`config.mk`:
```
export PLATFORM = sky130hd
export DESIGN_NAME = v3a_sqrt_cell
export DESIGN_NICKNAME = d
export VERILOG_FILES = /design/src/design/v3a_pkg.sv /design/src/design/v3a_sqrt_cell.sv
export SDC_FILE = /design/constraint.sdc
export NUM_CORES = 1
export LEC_CHECK = 0
export BUFFER_PORTS_ARGS = -buffer_cell sky130_fd_sc_hd__buf_2
export CAP_MARGIN = 5
export CORE_UTILIZATION = 48
export CTS_CLUSTER_DIAMETER = 150
export DETAILED_ROUTE_END_ITERATION = 12
export PLACE_DENSITY = 0.78
export SLEW_MARGIN = 0
export SYNTH_ARGS = -nofsm -noshare
export SYNTH_HDL_FRONTEND = slang
export SYNTH_SLANG_ARGS = --single-unit
```
`constraint.sdc`:
```
create_clock -name clk -period 3.22 [get_ports clk]
set_input_delay 0.483 -clock clk [delete_from_list [all_inputs] [get_ports clk]]
set_output_delay 0.483 -clock clk [all_outputs]
set_load 0.1 [all_outputs]
```
`src/design/v3a_pkg.sv`:
```
// Shared constants, command codes, sideband types and the saturation helper
// for the three-component fixed-point vector ALU. No dependencies.
package v3a_pkg;

	localparam int FRAC_BITS_DEF = 16;
	localparam int SQRT_STEPS    = 32;

	localparam logic [3:0] CMD_ADD   = 4'd0;
	localparam logic [3:0] CMD_SUB   = 4'd1;
	localparam logic [3:0] CMD_SCALE = 4'd2;
	localparam logic [3:0] CMD_MUL   = 4'd3;
	localparam logic [3:0] CMD_DIVS  = 4'd4;
	localparam logic [3:0] CMD_DIVV  = 4'd5;
	localparam logic [3:0] CMD_DOT   = 4'd6;
	localparam logic [3:0] CMD_CROSS = 4'd7;
	localparam logic [3:0] CMD_LEN   = 4'd8;
	localparam logic [3:0] CMD_LENSQ = 4'd9;
	localparam logic [3:0] CMD_NORM  = 4'd10;

	localparam logic [31:0] Q_MAX = 32'h7FFF_FFFF;
	localparam logic [31:0] Q_MIN = 32'h8000_0000;

	localparam logic signed [65:0] SAT_HI = 66'sd2147483647;
	localparam logic signed [65:0] SAT_LO = -SAT_HI - 66'sd1;

	// Sideband that follows an item once the divider operands are formed.
	typedef struct packed {
		logic [3:0]       cmd;
		logic [2:0][31:0] r;
		logic [31:0]      s;
		logic             ov;
		logic [2:0]       dz;
		logic [2:0]       neg;
		logic [2:0]       asg;
		logic             vzero;
	} post_t;

	// Sideband through the square-root cells, still holding the magnitudes.
	typedef struct packed {
		post_t            base;
		logic [2:0][31:0] amag;
		logic [2:0][31:0] dmag;
	} pre_t;

	// Returns {overflow, clamped value}.
	function automatic logic [32:0] sat66(input logic signed [65:0] v);
		if (v > SAT_HI) begin
			return {1'b1, Q_MAX};
		end else if (v < SAT_LO) begin
			return {1'b1, Q_MIN};
		end
		return {1'b0, v[31:0]};
	endfunction

endpackage

```
`src/design/v3a_sqrt_cell.sv`:
```
// One step of the bitwise integer square root over a 64-bit radicand.
// Depends on v3a_pkg.
module v3a_sqrt_cell import v3a_pkg::*; #(
	parameter int STEP = 0
) (
	input  logic        clk,
	input  logic        en,
	input  logic [63:0] n_i,
	input  logic [63:0] r_i,
	output logic [63:0] n_q,
	output logic [63:0] r_q
);

	localparam logic [63:0] BIT = 64'd1 << (62 - 2 * STEP);

	logic [63:0] trial;
	logic        take;

	assign trial = r_i + BIT;
	assign take  = (n_i >= trial);

	always_ff @(posedge clk) begin
		if (en) begin
			n_q <= take ? n_i - trial : n_i;
			r_q <= take ? (r_i >> 1) + BIT : r_i >> 1;
		end
	end

endmodule

```
## Word-level counts from Yosys, hierarchy flattened

Index checks and enable logic that the tools add are counted.

| word-level totals | value |
|---|---|
| bits in registers | 128 |
| output and inout bits | 128 |
| input bits | 130 |
| logic and storage cells | 9 |

| operators by class | value |
|---|---|
| add/sub/neg operators | 3 |
| order comparisons | 1 |
| muxes and demuxes | 2 |

Operators with widths:

| operator | count |
|---|---|
| $add 63x63->64 const B | 1 |
| $add 64x63->64 const B | 1 |
| $ge 64x64->1 | 1 |
| $mux 64 | 1 |
| $sub 64x64->64 | 1 |
| $mux 63 | 1 |

## Logic depth before layout (Yosys ltp)

| depth | value |
|---|---|
| depth in word-level cells | 3 |
| mapped depth | 14 |
| gate-level depth less buffers | 13 |

## Least setup slack after synthesis

Ideal clock, no wire load.

| timing path | value |
|---|---|
| path type | input-to-reg |
| from | input r_i[16] |
| to | register n_q[60], data pin |
| setup slack | -123 ps |
| required time | 2,963 ps |
| data arrival time | 3,085 ps |
| stages | 12 |
| setup time | 257 ps |
| buffers on the path | 0 |
| cells stage by stage | inv_1 ha_1 and2_1 nand3_1 or3_1 a41o_1 nor3_2 o21ai_1 o41ai_4 or4b_1 a21oi_1 nor3_1 |

| on the way | value |
|---|---|
| cells in the longest elaborated chain, start to end | 3 |
| elaborated cells between the ends (all ways) | 4 |
| those cells by class | add/sub (2); order compare (1); mux (1) |

Ends and longest elaborated chain:

| element | line | source |
|---|---|---|
| from (decl) | v3a_sqrt_cell.sv:9 | `input logic [63:0] r_i,` |
| $add 64x63->64 * | v3a_sqrt_cell.sv:19 | `assign trial = r_i + BIT;` |
| $sub 64x64->64 or $ge 64x64->1 (tied branches) | v3a_sqrt_cell.sv:24, v3a_sqrt_cell.sv:20 |  |
| $mux 64 * | v3a_sqrt_cell.sv:24 | `n_q <= take ? n_i - trial : n_i;` |
| to (signal assigned) | v3a_sqrt_cell.sv:24 |  |
| to (decl) | v3a_sqrt_cell.sv:10 | `output logic [63:0] n_q,` |

Mark *: on every way between the ends. The rest lies on a longest branch, timed or not.
A chain may end at the register's enable or synchronous reset.

## Final worst setup path

| timing path | value |
|---|---|
| from | input n_i[0] |
| to | register n_q[60], data pin |

| on the way | value |
|---|---|
| cells in the longest elaborated chain, start to end | 2 |
| elaborated cells between the ends (all ways) | 3 |
| those cells by class | add/sub (1); order compare (1); mux (1) |

Ends and longest elaborated chain:

| element | line | source |
|---|---|---|
| from (decl) | v3a_sqrt_cell.sv:8 | `input logic [63:0] n_i,` |
| $sub 64x64->64 or $ge 64x64->1 (tied branches) | v3a_sqrt_cell.sv:24, v3a_sqrt_cell.sv:20 |  |
| $mux 64 * | v3a_sqrt_cell.sv:24 |  |

Marked as above.

==> flow_metrics.tcl <==
set metrics [dict create \
    status "finished, final reports clean" \
    num-nets-final 1493 \
    start_util_pct 49.4 \
    cts.path.max_buffers 2 \
    portBuffers 257 \
    yosysWarnings 0 \
    grt_pass1_wl_um 38900 \
    fillCellCount 1311 \
    synth_seq_area_share_pct 44.6 \
    synth_top_area_share_pct 44.6 \
    vias 8381 \
    io_pins 258 \
    cp.depth 16 \
    cp-startpoint "n_i[0]" \
    async_flop_share_pct 0 \
    first_pass_iters 5 \
    setup-tns-final_ns 0 \
    die_h_um 136 \
    period_minus_slack_ns 3.08 \
    cts_tree "yes" \
    cts_buffers 17 \
    first_global_vias 8153 \
    multi_input_area_mm2 0.00448 \
    syn_to_final_growth_pct 40.9 \
    finalHoldViolCount 0 \
    ys_seq_elements 128 \
    dieArea_mm2 0.0185 \
    synth-edff-count 128 \
    fp.dieW_um 136 \
    htree_levels 4 \
    drtAntennaViolNets 0 \
    swShare_pct 42.7 \
    routabilityCongestion 0.910 \
    core_area_mm2 0.0174 \
    pwr-share-comb_pct 43.2 \
    ys.flop_type "edfxtp_1" \
    synthesis.instances 885 \
    power.density_mw_per_mm2 599 \
    finalSetupViolations 0 \
    avgRoutedWirePerCell_um 16.6 \
    min_period_over_period_pct 95.8 \
    grt_overflow_total 0 \
    track_usage_pct 26.9 \
    ys_top_cells_by_area "edfxtp_1, ha_1, a21oi_1" \
    final_area_mm2 0.0121 \
    timing.fmax_ghz 0.324 \
    finalWirelength_um 25600 \
    intPower_mw 4.16 \
    dpl.hpwl_um 19300 \
    clockRootBuffer "clkbuf_16" \
    critPathMaxStageDelay_ns 0.44 \
    ir_drop_mv 0.403 \
    power_switching_mw 3.10 \
    critical_path_buf_inv_count 4 \
    mostFrequentLayoutCell "buf_2" \
    drc 0 \
    cts_sinks 128 \
    num_rows 48 \
    syn_area_mm2 0.00861 \
    synth_area_leader_cell "edfxtp_1" \
    cpMostUsedCell "o41ai_4" \
    crit_arrival_ns 3.27 \
    crit_type "primary input to register" \
    drv_slew 0 \
    synth_cell_types 58 \
    grt_max_degree 69 \
    layout_common_cells "buf_2, buf_4, edfxtp_1" \
    cp-endpoint "n_q[60]" \
    drive_above_1_share_pct 38.0 \
    regArea_mm2 0.00384 \
    first_iter_violations 582 \
    crit_slowest_cell "or4b_1" \
    drv_cap 0 \
    p_leak_nw 5.81 \
    clk_pin_slew_ns 0.06 \
    relSlewSlack_pct 54.5 \
    crit_fanout 6 \
    worst_pin_slew_ns 0.682 \
    postPlaceCellArea_mm2 0.0113 \
    antenna_found_initial 3 \
    via_per_inst 5.45 \
    p_clk_share_pct 27.4 \
    pwr-share-seq_pct 29.4 \
    hp-class "primary input to register" \
    synth_area_per_cell_um2 9.73 \
    cp.required_ns 3.40 \
    synth_fp_nets 1080 \
    startpoint_type "primary input" \
    path_cells "buf_2 > inv_1 > ha_2 > fa_2 > nand2b_4 > a21oi_4 > o41ai_4 > nor4bb_4 > nor3_2 > o21ai_1 > buf_4 > o41ai_4 > buf_6 > or4b_1 > a21oi_1 > nor3_1" \
    end_kind "register" \
    cpLargestDelayFamily "simple AND/OR/NAND/NOR gates" \
]
==> worst min path at each step <==
stage	start	end	slack [ns]	cells past startpoint
6_report	r_i[7]	r_q[6]	0.24	1
5_1_grt	r_i[7]	r_q[6]	0.24	1
4_1_cts	r_i[7]	r_q[6]	0.24	1
3_5_place_dp	r_i[51]	r_q[50]	0.68	1
3_3_place_gp	r_i[53]	r_q[52]	0.68	1
2_1_floorplan	r_i[1]	r_q[0]	0.58	0
==> cell type report <==
| cell class | instances | share of cell area (%) |
|---|---|---|
| Multi-Input combinational cell | 642 | 37.0 |
| Sequential cell | 128 | 31.7 |
| Timing Repair Buffer | 431 | 21.7 |
| Clock buffer | 18 | 3.54 |
| Inverter | 78 | 2.41 |
| Tap cell | 225 | 2.32 |
| Clock inverter | 14 | 1.36 |
| Antenna cell | 2 | 0.0413 |
==> cell families after synthesis <==
family,Yosys count,share of synthesized area [%]
buffers and inverters,115,5.19
DFF,128,44.6
muxes,15,1.95
xor gates and xnor gates,56,5.70
adders and majority gates,65,9.53
and+or+nand+nor,234,13.2
AOI/OAI and AO/OA,272,19.8
==> registers in the layout, indices dropped and copies added (netlist names) <==
signal  count
r_q        64
n_q        64
==> power groups by stage <==
stage	Combinational, mW	Clock [mW]	Sequential, mW
after floorplan	0.858	0	3.57
after global placement	3.01	0	2.16
after detailed placement	3.05	0	2.17
after CTS	3.09	2.00	2.13
after global routing	3.30	2.05	2.15
final	3.14	1.99	2.13
==> stage by stage <==
stage | utilization (%) | setup slack, ns | hold slack [ns] | cells | power (mW)
2_1_floorplan | - | 0.000802 | 0.582 | 885 | 4.42
3_3_place_gp | 65.0 | -0.443 | 0.675 | 1497 | 5.17
3_5_place_dp | 65.0 | -0.554 | 0.677 | 1497 | 5.21
4_1_cts | 68.7 | 0.00518 | 0.236 | 1533 | 7.22
5_1_grt | 69.6 | -0.0267 | 0.240 | 1538 | 7.49
6_report | 69.6 | 0.136 | 0.238 | 1538 | 7.26
==> what timing repair did <==
| item | in CTS | in global routing |
|---|---|---|
| setup endpoints to repair | 33 | 54 |
| cloned | 1 | 0 |
| pin swaps | 2 | 10 |
| hold buffers | 0 | 0 |
| resized for setup | 7 | 23 |
| buffers inserted | 3 | 3 |
==> Yosys cell counts (5+ instances only) <==
library cell and instances:
a21boi_0 5, a21o_1 49, a21oi_1 111, a31oi_1 7
a41oi_1 5, and2_1 10, and3_1 13, buf_2 11
clkbuf_1 25, edfxtp_1 128, ha_1 64, inv_1 78
mux2_2 10, nand2_1 52, nand3_1 14, nand4_1 18
nor2_1 82, nor2b_1 10, nor3_1 11, o211ai_1 7
o21a_1 7, o21ai_0 40, o21bai_1 11, o31a_1 5
xnor2_1 36, xor2_1 20
==> per-layer routing <==
metal / vias to the layer above / global-route usage (%) / wire length, um
li1: 4059 / - / -
met1: 3951 / 32.3 / 10500
met2: 326 / 48.5 / 12900
met3: 43 / 4.77 / 1640
met4: 2 / 8.27 / 521
met5: - / 0 / 14
Power figures use the tool's default switching activity.
