### src/design/v3a_pkg.sv
// Shared constants, command codes, sideband types and the saturation helper
// for the three-component fixed-point vector ALU. No dependencies.
package v3a_pkg;

	localparam int FRAC_BITS_DEF = 16;
	localparam int SQRT_STEPS    = 32;

	localparam logic [3:0] CMD_ADD   = 4'd0;
	localparam logic [3:0] CMD_SUB   = 4'd1;
	localparam logic [3:0] CMD_SCALE = 4'd2;
	localparam logic [3:0] CMD_MUL   = 4'd3;
	localparam logic [3:0] CMD_DIVS  = 4'd4;
	localparam logic [3:0] CMD_DIVV  = 4'd5;
	localparam logic [3:0] CMD_DOT   = 4'd6;
	localparam logic [3:0] CMD_CROSS = 4'd7;
	localparam logic [3:0] CMD_LEN   = 4'd8;
	localparam logic [3:0] CMD_LENSQ = 4'd9;
	localparam logic [3:0] CMD_NORM  = 4'd10;

	localparam logic [31:0] Q_MAX = 32'h7FFF_FFFF;
	localparam logic [31:0] Q_MIN = 32'h8000_0000;

	localparam logic signed [65:0] SAT_HI = 66'sd2147483647;
	localparam logic signed [65:0] SAT_LO = -SAT_HI - 66'sd1;

	// Sideband that follows an item once the divider operands are formed.
	typedef struct packed {
		logic [3:0]       cmd;
		logic [2:0][31:0] r;
		logic [31:0]      s;
		logic             ov;
		logic [2:0]       dz;
		logic [2:0]       neg;
		logic [2:0]       asg;
		logic             vzero;
	} post_t;

	// Sideband through the square-root cells, still holding the magnitudes.
	typedef struct packed {
		post_t            base;
		logic [2:0][31:0] amag;
		logic [2:0][31:0] dmag;
	} pre_t;

	// Returns {overflow, clamped value}.
	function automatic logic [32:0] sat66(input logic signed [65:0] v);
		if (v > SAT_HI) begin
			return {1'b1, Q_MAX};
		end else if (v < SAT_LO) begin
			return {1'b1, Q_MIN};
		end
		return {1'b0, v[31:0]};
	endfunction

endpackage

### src/design/v3a_div_cell.sv
// One restoring division step for all three lanes: the quotient bit is
// shifted into the dividend register as its top bit leaves. Depends on v3a_pkg.
module v3a_div_cell import v3a_pkg::*; #(
	parameter int QW = 32 + FRAC_BITS_DEF
) (
	input  logic          clk,
	input  logic          en,
	input  logic [31:0]   rem_i [3],
	input  logic [QW-1:0] num_i [3],
	input  logic [31:0]   den_i [3],
	output logic [31:0]   rem_q [3],
	output logic [QW-1:0] num_q [3],
	output logic [31:0]   den_q [3]
);

	logic [32:0] trial [3];
	logic [32:0] diff [3];
	logic        ge [3];

	always_comb begin
		for (int i = 0; i < 3; i++) begin
			trial[i] = {rem_i[i], num_i[i][QW-1]};
			diff[i]  = trial[i] - {1'b0, den_i[i]};
			ge[i]    = (trial[i] >= {1'b0, den_i[i]});
		end
	end

	always_ff @(posedge clk) begin
		if (en) begin
			for (int i = 0; i < 3; i++) begin
				rem_q[i] <= ge[i] ? diff[i][31:0] : trial[i][31:0];
				num_q[i] <= {num_i[i][QW-2:0], ge[i]};
				den_q[i] <= den_i[i];
			end
		end
	end

endmodule

### config.mk
export PLATFORM = sky130hd
export DESIGN_NAME = v3a_div_cell
export DESIGN_NICKNAME = d
export VERILOG_FILES = /design/src/design/v3a_pkg.sv /design/src/design/v3a_div_cell.sv
export SDC_FILE = /design/constraint.sdc
export NUM_CORES = 1
export LEC_CHECK = 0
export BUFFER_PORTS_ARGS = -buffer_cell sky130_fd_sc_hd__buf_2
export CELL_PAD_IN_SITES_DETAIL_PLACEMENT = 0
export CELL_PAD_IN_SITES_GLOBAL_PLACEMENT = 1
export CORE_AREA = 2 2 263 265
export DETAILED_ROUTE_END_ITERATION = 10
export DIE_AREA = 0 0 265 267
export GPL_TIMING_DRIVEN = 0
export PLACE_DENSITY_LB_ADDON = 0.1
export SLEW_MARGIN = 20
export SYNTH_ARGS = -nofsm -noshare
export SYNTH_HDL_FRONTEND = slang
export SYNTH_SLANG_ARGS = --single-unit
### constraint.sdc
create_clock -name clk -period 4.05 [get_ports clk]
set_input_delay 0.81 -clock clk [delete_from_list [all_inputs] [get_ports clk]]
set_output_delay 0.81 -clock clk [all_outputs]
set_load 0.01 [all_outputs]
**Yosys cells after proc, flatten, opt, wreduce, memory -nomap -nowiden**

Index checks and enable logic that the tools add are counted.

- Bits in registers: 336
- Word-level logic and storage cells: 18
- Input bits: 338

- Muxes and demuxes: 3
- Magnitude comparators: 3
- Add/sub/neg operators: 3

Operator list:

| cell | count |
|---|---|
| 33-bit by 32-bit >= comparator with 1-bit output | 3 |
| 32-bit 2-to-1 mux | 3 |
| 32-bit subtractor | 3 |

**Depth between registers and ports, before layout**

- Word-level depth: 2
- Gate-level depth with buffers: 13
- Mapped depth without buffers: 12

**Worst setup path before layout**

No wires, ideal clock.

- Kind: input to register
- Start: input num_i[143] (netlist bit)
- End: register rem_q[92] (netlist bit) (data pin)
- Path slack: 738 ps
- Arrival: 3053 ps
- Cell stages on the path: 12
- Required time: 3790 ps
- Library setup time: 260 ps
- Cell sequence: inv_1 -> ha_1 -> fa_1 -> nor2b_1 -> o211ai_1 -> a31o_2 -> a21oi_2 -> a211oi_2 -> o211ai_1 -> a221oi_1 -> xnor2_1 -> mux2_2

- Cells in the longest elaborated chain, start to end: 2
- Elaborated cells between the ends (all ways): 3

Ends and longest elaborated chain:

| element | line | source |
|---|---|---|
| from (decl) | v3a_div_cell.sv:9 | `input logic [QW-1:0] num_i [3],` |
| 32-bit subtractor / 33-bit by 32-bit >= comparator with 1-bit output (equally long branches) | v3a_div_cell.sv:23, v3a_div_cell.sv:24 |  |
| 32-bit 2-to-1 mux * | v3a_div_cell.sv:31 | `rem_q[i] <= ge[i] ? diff[i][31:0] : trial[i][31:0];` |
| to (signal, indexed assignment) | v3a_div_cell.sv:31 |  |
| to (decl) | v3a_div_cell.sv:11 | `output logic [31:0] rem_q [3],` |

Every way passes the cells marked *; elsewhere a longest branch is shown, timed or not.
A chain may end at the register's enable or synchronous reset.

**Worst setup path after layout**

- Start: input den_i[2] (netlist bit)
- End: register rem_q[28] (netlist bit) (data pin)

- Cells in the longest elaborated chain, start to end: 2
- Elaborated cells between the ends (all ways): 3

Ends and longest elaborated chain:

| element | line | source |
|---|---|---|
| from (decl) | v3a_div_cell.sv:10 | `input logic [31:0] den_i [3],` |
| 32-bit subtractor / 33-bit by 32-bit >= comparator with 1-bit output (equally long branches) | v3a_div_cell.sv:23, v3a_div_cell.sv:24 |  |
| 32-bit 2-to-1 mux * | v3a_div_cell.sv:31 |  |

Marks and branches as above.

==> impl_table.tex <==
\begin{tabular}{lr}
\hline
Metric & Value \\
\hline
\multicolumn{2}{l}{\textbf{Die}} \\
Area of the core & 68000 um\^{}2 \\
Number of cell rows & 96 \\
Total Die Area & 70800 um\^{}2 \\
Starting density of the core & 0.248 \\
Die W & 265 um \\
I/O pin count & 674 \\
Die Span Y & 267 um \\
\multicolumn{2}{l}{\textbf{Timing}} \\
Post-route setup TNS & 0 ps \\
Worst setup margin & 520 ps \\
Final period util & 0.872 \\
Total count of max-transition violations in the final report & 0 \\
Relative slew slack & 0.569 \\
Minimum period implied by the final worst setup slack & 3530 ps \\
\# setup viols final & 0 \\
Final count of hold timing violations & 0 \\
Unrepaired setup endpoints after global routing & false \\
Peak Freq & 283 MHz \\
Slew at the pin closest to its max-slew limit & 630 ps \\
\multicolumn{2}{l}{\textbf{Worst setup path}} \\
Slowest cell on the critical path & sky130\_fd\_sc\_hd\_\_o31ai\_4 \\
Max incr delay on CP & 580 ps \\
Start-to-end type of the worst setup path & primary input to register \\
Cells along the critical path & buf\_2 > inv\_1 > ha\_1 > o21a\_1 > o31a\_1 > o21ai\_1 > o21a\_1 > o21ai\_4 > a31oi\_2 > o31ai\_4 > buf\_6 > mux2\_1 \\
Arrival @ worst endpoint & 3850 ps \\
Cell seen most often among critical-path stages & sky130\_fd\_sc\_hd\_\_o21a\_1 \\
Nature of the critical path startpoint & primary input \\
Worst-path maximum fanout & 10 \\
Crit path required time & 4370 ps \\
Critical path launch point & den\_i[2] \\
Endpoint type of the worst setup path & register \\
\multicolumn{2}{l}{\textbf{Synthesis}} \\
Area leader, netlist & sky130\_fd\_sc\_hd\_\_edfxtp\_1 \\
Synthesized area per cell & 13.0 um\^{}2 \\
Synth Warn \# & 0 \\
Top FF cell, synth & sky130\_fd\_sc\_hd\_\_edfxtp\_1 \\
Mapped cell area & 16900 um\^{}2 \\
Async set-or-reset flop fraction in the synthesized netlist & 0 \\
Synth top area share & 0.599 \\
Synthesis-stage register bit count & 336 \\
Gate count of the mapped netlist & 1299 \\
Leading post-synthesis cells by cell area & sky130\_fd\_sc\_hd\_\_edfxtp\_1 (60\%), sky130\_fd\_sc\_hd\_\_ha\_1 (7.1\%), sky130\_fd\_sc\_hd\_\_a21oi\_1 (3.6\%) \\
EDFF count, synth & 336 \\
Sequential share of the synthesized area & 0.599 \\
Post-synthesis cell type count & 78 \\
Mapped Nets & 1736 \\
\multicolumn{2}{l}{\textbf{Routing}} \\
Routed wire per std cell & 20.5 um \\
Number of vias in the routed layout & 13100 \\
Number of DRC markers in iteration 0 & 743 \\
Number of nets with antenna violations after routing & 0 \\
Detailed-routing iteration count for the pre-antenna-repair pass & 8 \\
Via-per-instance ratio & 4.45 \\
Total wirelength of the detailed-routed design & 60300 um \\
Total DRC errors in the routed layout & 0 \\
\multicolumn{2}{l}{\textbf{Layout}} \\
Final-layout fill cell count & 7012 \\
Post-route cell area & 22800 um\^{}2 \\
Area occupied by registers & 10100 um\^{}2 \\
Share of final-layout standard cells stronger than drive strength 1 & 0.415 \\
Syn-to-layout area delta & 35.0\% \\
Number of standard cells in the final layout excluding fillers & 2941 \\
Number of nets in the layout & 2457 \\
Leading cell type in the layout, fill and taps excluded & sky130\_fd\_sc\_hd\_\_buf\_2 \\
Combined area of the multi-input logic cells & 6100 um\^{}2 \\
Leading cell types in the layout, fill and taps excluded & sky130\_fd\_sc\_hd\_\_buf\_2 (683), sky130\_fd\_sc\_hd\_\_edfxtp\_1 (336), sky130\_fd\_sc\_hd\_\_inv\_1 (126) \\
\multicolumn{2}{l}{\textbf{Status}} \\
Status & finished, final reports clean \\
\multicolumn{2}{l}{\textbf{Min path}} \\
Worst hold start & num\_i[119] \\
Class of the most critical hold timing path & primary input to register \\
\multicolumn{2}{l}{\textbf{Clock tree}} \\
Hold-fix buffers, CTS & 0 \\
Number of clock buffers inserted by TritonCTS & 42 \\
Root buffer selected by CTS & sky130\_fd\_sc\_hd\_\_clkbuf\_16 \\
CTS resizes & 0 \\
Buffer count from post-CTS setup fixing & 0 \\
Clock tree from TritonCTS & done \\
Maximum level of the CTS H-tree & 2 \\
Clock Tree Buf Depth & 3 \\
CTS Sinks & 336 \\
Clock transition at the registers of the reported paths & 60 ps \\
\multicolumn{2}{l}{\textbf{Global route}} \\
Wire length of the first global-routing pass & 85900 um \\
Overall global routing resource usage & 0.163 \\
Aggregate global routing overflow & 0 \\
Initial antenna violation count & 30 \\
Pin count of the biggest net entering global routing & 99 \\
Number of global-route vias before repair & 13500 \\
\multicolumn{2}{l}{\textbf{Placement}} \\
Pre-CTS setup slack & -153 ps \\
Placed Area & 21400 um\^{}2 \\
Last weighted congestion value of the routability-driven placer & 0.819 \\
Quantity of I/O buffers inserted on ports & 673 \\
Placed cell count & 2858 \\
Detailed Place HPWL & 49100 um \\
\multicolumn{2}{l}{\textbf{Power and ir drop}} \\
Max IR drop VDD & 0.000330 V \\
Power density over the cells & 445 nW/um\^{}2 \\
Leakage power total & 9.98 nW \\
Final Power & 0.0101 W \\
\multicolumn{2}{l}{\textbf{Job}} \\
Maximum capacitance violations & 0 \\
\hline
\end{tabular}
==> registers in the layout, summed over array words and instances (netlist names) <==
name   flops
den_q     96
num_q    144
rem_q     96
==> path summary, 6_finish.rpt <==
kind	endpoint	slack (ps)	depth (start not counted)
worst max-delay path	rem_q[28]	520	12
worst min-delay path	num_q[120]	400	1
==> worst max-delay path: cells and delay by family <==
| kind | cells | cell delay [ps] |
|---|---|---|
| buf+inv | 3 | 480 |
| fa+ha+maj | 1 | 410 |
| compound gates | 7 | 1770 |
| mux | 1 | 340 |
==> metrics by stage <==
| step | hold slack [ps] | util |
|---|---|---|
| 2_1_floorplan | 909 | - |
| 3_3_place_gp | 987 | 0.314 |
| 3_5_place_dp | 988 | 0.315 |
| 4_1_cts | 350 | 0.334 |
| 5_1_grt | 363 | 0.335 |
| 6_report | 403 | 0.335 |
==> synthesized netlist by cell type (25+ instances only) <==
cell and n:
sky130_fd_sc_hd__mux2_4 27, sky130_fd_sc_hd__o21ai_0 49, sky130_fd_sc_hd__nor2_1 71, sky130_fd_sc_hd__xor2_1 35
sky130_fd_sc_hd__nand2_1 74, sky130_fd_sc_hd__a21oi_1 120, sky130_fd_sc_hd__xnor2_1 45, sky130_fd_sc_hd__edfxtp_1 336
sky130_fd_sc_hd__a21o_1 25, sky130_fd_sc_hd__mux2_2 33, sky130_fd_sc_hd__inv_1 126, sky130_fd_sc_hd__nand3_1 26
sky130_fd_sc_hd__ha_1 96
==> per-layer routing <==
metal,share of wire,track usage,up-vias
met2,0.50,0.282,493
li1,-,-,6284
met5,0.0029,0,-
met1,0.38,0.183,6161
met3,0.094,0.0662,115
met4,0.024,0.0484,26
==> kinds of logic (layout without fill, tap and decap cells) <==
| family | count (synthesis) | in the layout | share of synthesized area |
|---|---|---|---|
| other | 0 | 7 | 0 |
| muxes | 76 | 76 | 0.0563 |
| and+or+nand+nor | 257 | 257 | 0.0734 |
| buffers and inverters | 152 | 905 | 0.0396 |
| AOI/OAI and AO/OA | 299 | 299 | 0.116 |
| DFF | 336 | 336 | 0.599 |
| xor gates and xnor gates | 80 | 80 | 0.0416 |
| adders and majority gates | 99 | 99 | 0.0748 |
==> report_power, final <==
| part | switching, W | leakage (nW) | internal, W |
|---|---|---|---|
| sequential | 0.0000790 | 3.29 | 0.00427 |
| clock | 0.00158 | 0.624 | 0.00199 |
| combinational | 0.00126 | 6.07 | 0.000942 |
==> layout make-up <==
class,instances,area share
plain buffers,26,0.00858
diodes,7,0.000770
multi-input cells,811,0.268
inverters,126,0.0208
clock buffers,50,0.0475
repair buffers,677,0.153
well taps,882,0.0485
flip-flops and latches,336,0.443
clock inverters,26,0.00913
Power figures use the tool's default switching activity.
